===== src/rtl/ssd_pkg.sv =====
package ssd_pkg;

  // Pin levels for one result beat
  typedef struct packed {
    logic latch_clock;
    logic shift_clock;
    logic serial_data;
  } ssd_pins_t;

  // Item kinds carried on tuser
  localparam logic KIND_LOAD = 1'b0;
  localparam logic KIND_TICK = 1'b1;

  localparam logic [15:0] DWELL_RESET = 16'd3000;
  localparam logic [13:0] VALUE_MAX   = 14'd9999;
  localparam logic [7:0]  SEL_LEFT    = 8'h08;
  localparam logic [7:0]  SEG_BLANK   = 8'hFF;

  // Common-anode segment pattern, active low
  function automatic logic [7:0] seg_lut(input logic [3:0] d);
    logic [7:0] s;
    case (d)
      4'd0:    s = 8'hC0;
      4'd1:    s = 8'hF9;
      4'd2:    s = 8'hA4;
      4'd3:    s = 8'hB0;
      4'd4:    s = 8'h99;
      4'd5:    s = 8'h92;
      4'd6:    s = 8'h82;
      4'd7:    s = 8'hF8;
      4'd8:    s = 8'h80;
      4'd9:    s = 8'h90;
      default: s = SEG_BLANK;
    endcase
    return s;
  endfunction

endpackage


===== src/rtl/seven_segment_scan_shift_driver_top.sv =====
// A tick beat is held in the input register, then gives its result beat in the result register.
// Throughput: one beat per cycle while the result slot is free; the scan state register closes the loop.
// Load beats give no result and take effect before the next beat in order.
// Reset (rst_n low at a clock edge) clears the pipeline, shows 0000, restarts
// the scan at the leftmost digit and sets the dwell to 3000 ticks.
module seven_segment_scan_shift_driver_top (
  input  logic        clk,
  input  logic        rst_n,
  input  logic        cfg_wen,
  input  logic [15:0] cfg_wdata,    // dwell_ticks
  input  logic        in_tvalid,
  output logic        in_tready,
  input  logic [15:0] in_tdata,     // [13:0] value, [15:14] zero
  input  logic [0:0]  in_tuser,     // [0] kind
  output logic        out_tvalid,
  input  logic        out_tready,
  output logic [7:0]  out_tdata     // [0] serial_data, [1] shift_clock,
                                    // [2] latch_clock, [7:3] zero
);
  import ssd_pkg::*;

  logic        in_vld_r;
  logic        in_kind_r;
  logic [13:0] in_value_r;
  logic [15:0] dwell_ticks_r;
  logic        out_vld_r;
  ssd_pins_t   out_pins_r;

  logic        slot_free;
  logic        fire;
  logic        load_en;
  logic        tick_en;
  logic [15:0] bcd;
  ssd_pins_t   pins;

  // A tick needs a free result slot, a load never waits
  assign slot_free = !out_vld_r || out_tready;
  assign fire      = in_vld_r && ((in_kind_r == KIND_LOAD) || slot_free);
  assign load_en   = fire && (in_kind_r == KIND_LOAD);
  assign tick_en   = fire && (in_kind_r == KIND_TICK);
  assign in_tready = !in_vld_r || fire;

  // Hold the dwell setting
  always_ff @(posedge clk) begin
    if (!rst_n) begin
      dwell_ticks_r <= DWELL_RESET;
    end else if (cfg_wen) begin
      dwell_ticks_r <= cfg_wdata;
    end
  end

  // Capture the input beat
  always_ff @(posedge clk) begin
    if (!rst_n) begin
      in_vld_r <= 1'b0;
    end else if (in_tready) begin
      in_vld_r <= in_tvalid;
    end
  end

  always_ff @(posedge clk) begin
    if (in_tready && in_tvalid) begin
      in_kind_r  <= in_tuser[0];
      in_value_r <= in_tdata[13:0];
    end
  end

  ssd_bcd u_bcd (
    .value  (in_value_r),
    .digits (bcd)
  );

  ssd_scan u_scan (
    .clk         (clk),
    .rst_n       (rst_n),
    .load_en     (load_en),
    .load_digits (bcd),
    .tick_en     (tick_en),
    .dwell_ticks (dwell_ticks_r),
    .pins        (pins)
  );

  // Result register
  always_ff @(posedge clk) begin
    if (!rst_n) begin
      out_vld_r <= 1'b0;
    end else if (slot_free) begin
      out_vld_r <= tick_en;
    end
  end

  always_ff @(posedge clk) begin
    if (tick_en) begin
      out_pins_r <= pins;
    end
  end

  assign out_tvalid = out_vld_r;
  assign out_tdata  = {5'b0, out_pins_r.latch_clock, out_pins_r.shift_clock,
                       out_pins_r.serial_data};

endmodule


===== src/rtl/ssd_bcd.sv =====
module ssd_bcd (
  input  logic [13:0] value,
  output logic [15:0] digits
);
  import ssd_pkg::*;

  logic [13:0] v;
  logic [28:0] p1000;
  logic [27:0] p100;
  logic [27:0] p10;
  logic [3:0]  q1000;
  logic [6:0]  q100;
  logic [9:0]  q10;
  logic [13:0] d2_w;
  logic [13:0] d1_w;
  logic [13:0] d0_w;

  // Saturate to four digits
  assign v = (value > VALUE_MAX) ? VALUE_MAX : value;

  // Quotients by reciprocal multiply, exact for v below 10000
  assign p1000 = 29'(v) * 29'd16778;
  assign p100  = 28'(v) * 28'd10486;
  assign p10   = 28'(v) * 28'd13108;
  assign q1000 = p1000[27:24];
  assign q100  = p100[26:20];
  assign q10   = p10[26:17];

  // Each digit is a quotient less ten times the next coarser one
  assign d2_w = 14'(q100) - 14'(q1000) * 14'd10;
  assign d1_w = 14'(q10)  - 14'(q100)  * 14'd10;
  assign d0_w = v         - 14'(q10)   * 14'd10;

  assign digits = {q1000, d2_w[3:0], d1_w[3:0], d0_w[3:0]};

endmodule


===== src/rtl/ssd_scan.sv =====
module ssd_scan (
  input  logic             clk,
  input  logic             rst_n,
  input  logic             load_en,
  input  logic [15:0]      load_digits,
  input  logic             tick_en,
  input  logic [15:0]      dwell_ticks,
  output ssd_pkg::ssd_pins_t pins
);
  import ssd_pkg::*;

  typedef enum logic [2:0] {
    PH_DATA  = 3'd0,
    PH_CLKHI = 3'd1,
    PH_LATLO = 3'd2,
    PH_LATHI = 3'd3,
    PH_DWELL = 3'd4
  } phase_t;

  logic [15:0] digits_r;
  logic [1:0]  pos_r,   pos_nxt;
  logic [3:0]  bit_r,   bit_nxt;
  phase_t      phase_r, phase_nxt;
  logic [15:0] dwell_r, dwell_nxt;

  logic [3:0]  cur_digit;
  logic [7:0]  seg;
  logic [7:0]  sel;
  logic [15:0] frame;
  logic        frame_bit;
  logic [15:0] dwell_inc;

  // Pick the frame bit of the current digit, MSB first
  always_comb begin
    case (pos_r)
      2'd0:    cur_digit = digits_r[15:12];
      2'd1:    cur_digit = digits_r[11:8];
      2'd2:    cur_digit = digits_r[7:4];
      default: cur_digit = digits_r[3:0];
    endcase
    seg       = seg_lut(cur_digit);
    sel       = SEL_LEFT >> pos_r;
    frame     = {seg, sel};
    frame_bit = frame[~bit_r];
    dwell_inc = (dwell_r < dwell_ticks) ? dwell_r + 16'd1 : dwell_r;
  end

  // Step the pin sequence for one tick
  always_comb begin
    pos_nxt   = pos_r;
    bit_nxt   = bit_r;
    phase_nxt = phase_r;
    dwell_nxt = dwell_r;
    pins      = '{latch_clock: 1'b1, shift_clock: 1'b0, serial_data: 1'b0};
    case (phase_r)
      PH_DATA: begin
        pins.serial_data = frame_bit;
        phase_nxt        = PH_CLKHI;
      end
      PH_CLKHI: begin
        pins.serial_data = frame_bit;
        pins.shift_clock = 1'b1;
        if (bit_r == 4'd15) begin
          bit_nxt   = '0;
          phase_nxt = PH_LATLO;
        end else begin
          bit_nxt   = bit_r + 4'd1;
          phase_nxt = PH_DATA;
        end
      end
      PH_LATLO: begin
        pins.latch_clock = 1'b0;
        phase_nxt        = PH_LATHI;
      end
      PH_LATHI: begin
        dwell_nxt = '0;
        if (dwell_ticks == 16'd0) begin
          pos_nxt   = pos_r + 2'd1;
          bit_nxt   = '0;
          phase_nxt = PH_DATA;
        end else begin
          phase_nxt = PH_DWELL;
        end
      end
      PH_DWELL: begin
        dwell_nxt = dwell_inc;
        if (dwell_inc >= dwell_ticks) begin
          pos_nxt   = pos_r + 2'd1;
          bit_nxt   = '0;
          phase_nxt = PH_DATA;
          dwell_nxt = '0;
        end
      end
      default: begin
        // Unreachable codes behave as data phase at frame bit zero
        pins.serial_data = frame[15];
        bit_nxt          = '0;
        phase_nxt        = PH_CLKHI;
      end
    endcase
  end

  // Hold scan state; a load restarts at the leftmost digit
  always_ff @(posedge clk) begin
    if (!rst_n) begin
      digits_r <= '0;
      pos_r    <= '0;
      bit_r    <= '0;
      phase_r  <= PH_DATA;
      dwell_r  <= '0;
    end else if (load_en) begin
      digits_r <= load_digits;
      pos_r    <= '0;
      bit_r    <= '0;
      phase_r  <= PH_DATA;
      dwell_r  <= '0;
    end else if (tick_en) begin
      pos_r    <= pos_nxt;
      bit_r    <= bit_nxt;
      phase_r  <= phase_nxt;
      dwell_r  <= dwell_nxt;
    end
  end

endmodule

===== config.mk =====
export PLATFORM = sky130hd
export DESIGN_NAME = seven_segment_scan_shift_driver_top
export DESIGN_NICKNAME = d
export VERILOG_FILES = /design/src/rtl/ssd_pkg.sv /design/src/rtl/seven_segment_scan_shift_driver_top.sv /design/src/rtl/ssd_bcd.sv /design/src/rtl/ssd_scan.sv
export SDC_FILE = /design/constraint.sdc
export NUM_CORES = 1
export LEC_CHECK = 0
export BUFFER_PORTS_ARGS = -buffer_cell sky130_fd_sc_hd__buf_2
export CAP_MARGIN = 10
export CORE_MARGIN = 1
export CORE_UTILIZATION = 25
export CTS_CLUSTER_DIAMETER = 80
export CTS_CLUSTER_SIZE = 10
export DETAILED_ROUTE_END_ITERATION = 6
export GPL_ROUTABILITY_DRIVEN = 0
export HOLD_SLACK_MARGIN = 0.1
export PLACE_DENSITY = 0.44
export SYNTH_ARGS = -nofsm -noshare
export SYNTH_HDL_FRONTEND = slang
export SYNTH_SLANG_ARGS = --single-unit

===== constraint.sdc =====
create_clock -name clk -period 21.6 [get_ports clk]
set_input_delay 2.16 -clock clk [delete_from_list [all_inputs] [get_ports clk]]
set_output_delay 2.16 -clock clk [all_outputs]
set_load 0.005 [all_outputs]

==> reports/results.ini <==
[cts]
cts.sinks=77
cts.clk_slew.worst_paths_ns=0.06
cts_tree=yes
postCtsSetupRepairBufs=0
numCtsBuffers=9
clock_latency_ns=0.37
cts_buffer_depth=2
cts_hold_buf=0
post_cts_resize_count=0
cts_max_level=3
clk_root_buffer_cell=clkbuf_16

[sta]
fin_crit_sh=0.427
clock_skew_ns=0.0111
timing.fmax_ghz=0.109
drv_slew=0
final_hold_viol_count=0
setup_viol=0
hold-worst-slack_ns=0.466
setup_tns_ns=0
slew_headroom=0.330
finalCriticalPeriod_ns=9.21
worst_slew_pin_slew_ns=1.00
rsz0062_at_grt=false

[routing]
routed_via_density=4.61
drt_iter0_markers=442
drc_errors=0
wire_per_inst_um=16.3
vias=9195
routed_wl_um=32600
first_pass_iters=5
postRouteAntennaNets=0

[synth]
yosysWarnings=0
synth_top_area_cell=ha_1
synth_cell_types=78
syn_avg_cell_area_um2=8.95
syn_inst=1353
synth_seq_cells=77
synth_edf_count=18
syn_area_um2=12100
seq_area_frac_synth=0.142
synth_common_cells=inv_1, ha_1, fa_1, nand2_1, dfxtp_1
yosysMostFrequentCell=inv_1
ys_top_cells_by_area=ha_1, fa_1, dfxtp_1, inv_1, edfxtp_1
ys.flop_type=dfxtp_1
synth_async_sr_flop_share=0
synth_top_area_share=0.242

[final_layout]
area.sequential_um2=1720
drive_gt1_frac=0.0667
diodes=0
instances_no_fill=1995
synthToLayoutAreaGrowth_pct=9.63
nets=1762
multi_input_area_um2=9120
fill_cells=5079

[power_and_ir_drop]
swShare=0.484
p_seq_frac=0.118
p_leak_nw=6.78
power_frac_comb=0.769
power_density_nw_per_um2=107
p_switching_mw=0.687
p_int_mw=0.733
clockPowerShare=0.113
ir_worst_vdd_mv=0.0893

[floorplanning]
io_pins=48
dieArea_um2=49300
die_h_um=222
fp.dieW_um=222
start_util=0.254
row_count=80
core_region_area_um2=47700

[worst_setup_path]
cpPeakStageDelay_ns=0.67
critical_path.endpoint=u_scan.digits_r[11]
reg2reg_from=in_value_r[7]
crit_type=flop to flop
path_common_cell=inv_1
critPathLaunch=in_value_r[7]
crit_required_ns=21.84
worstSetupStartpointType=flop
ff2ff_path_depth=30
cp.arrival_ns=9.45
crit_slowest_cell=edfxtp_1
crit_path_end_kind=flop
reg2reg_to=u_scan.digits_r[11]
rrSetupSlack_ns=12.39
worst-path-max-fanout=18

[place]
portBuffers=40
dp_hpwl_um=27500
dp.cells=1978

[grt]
first_global_vias=9212
antenna_found_initial=0
use_met3=0.0150
use_met1=0.195
grt_max_degree=40
grt_overflow=0
grtUsageMet2=0.213
grt_pass1_wl_um=52000
grt.total_usage=0.137
grt.busiest_layer=met2

[worst_hold_path]
hp-class=flop to flop

[flow_run]
drv_cap=0

[outcome]
status=finished clean

==> cell families after synthesis <==
| group | count (synthesis) | synth area share |
|---|---|---|
| buffers and inverters | 333 | 0.107 |
| XOR/XNOR | 67 | 0.0514 |
| other | 1 | 0.000310 |
| flip-flops | 77 | 0.142 |
| AO/OA/AOI/OAI | 236 | 0.139 |
| AND/OR/NAND/NOR | 275 | 0.116 |
| adder cells (fa/ha/maj) | 349 | 0.432 |
| multiplexers | 15 | 0.0135 |
==> worst min-delay path by stage <==
stage | start | to | slack, ns | depth (start not counted)
4_1_cts | u_scan.digits_r[12] | u_scan.digits_r[12] | 0.47 | 2
5_1_grt | u_scan.digits_r[12] | u_scan.digits_r[12] | 0.49 | 2
6_report | u_scan.digits_r[12] | u_scan.digits_r[12] | 0.47 | 2
3_5_place_dp | u_scan.digits_r[12] | u_scan.digits_r[12] | 0.46 | 2
3_3_place_gp | u_scan.digits_r[12] | u_scan.digits_r[12] | 0.46 | 2
2_1_floorplan | u_scan.digits_r[12] | u_scan.digits_r[12] | 0.44 | 2
==> layer usage <==
metal  wire [um]  part of all wire
met5           0                 0
met4         752             0.023
met3        1160             0.036
met2       14300              0.44
met1       16400              0.50
==> through the flow <==
stage / utilization / setup slack, ns / area [um2] / power, mW
detailed placement: 0.272 / 12.39 / 13000 / 1.28
CTS: 0.278 / 12.39 / 13300 / 1.45
global placement: 0.272 / 12.48 / 13000 / 1.27
global route: 0.278 / 11.80 / 13300 / 1.60
finish: 0.278 / 12.39 / 13300 / 1.42
floorplan: - / 14.40 / 12100 / 1.01
==> cells in the final DEF (no fill, tap or decap), drive strengths merged, types with 26 or more instances in the layout <==
cell type  netlist  routed
a21o            26      26
a21oi           43      43
buf             13      48
dfxtp           59      59
fa             115     115
ha             234     234
inv            291     294
nand2           81      81
nand3           27      27
nor2            49      49
o21ai           40      40
xnor2           41      41
==> power groups by stage <==
stage,Clock (mW),Sequential (mW),Combinational (mW)
global placement,0,0.170,1.10
CTS,0.167,0.167,1.12
detailed placement,0,0.170,1.11
finish,0.161,0.167,1.09
floorplan,0,0.165,0.841
global route,0.171,0.168,1.26
==> worst max-delay path: cells and delay by family, from the launching register on <==
family                   cells  cell delay (ns)
flip-flops                   1             0.67
XOR/XNOR                     5             1.53
AO/OA/AOI/OAI                3             0.43
AND/OR/NAND/NOR              6             1.88
adder cells (fa/ha/maj)      8             3.30
buffers and inverters        8             1.26
==> cell type report <==
cell class	count	share of cell area
clock inverter	6	0.00528
timing repair buffer	48	0.0199
multi-input combinational	947	0.687
inverter	292	0.0826
tap	615	0.0580
clock buffer	10	0.0172
sequential	77	0.130
==> registers in the layout, indices dropped and copies added (netlist names) <==
name / count
dwell_ticks_r: 16
in_kind_r: 1
in_value_r: 14
in_vld_r: 1
out_tdata: 3
out_tvalid: 1
u_scan.bit_r: 4
u_scan.digits_r: 16
u_scan.dwell_r: 16
u_scan.phase_r: 3
u_scan.pos_r: 2
No activity file was read; power rests on OpenSTA's default activity.
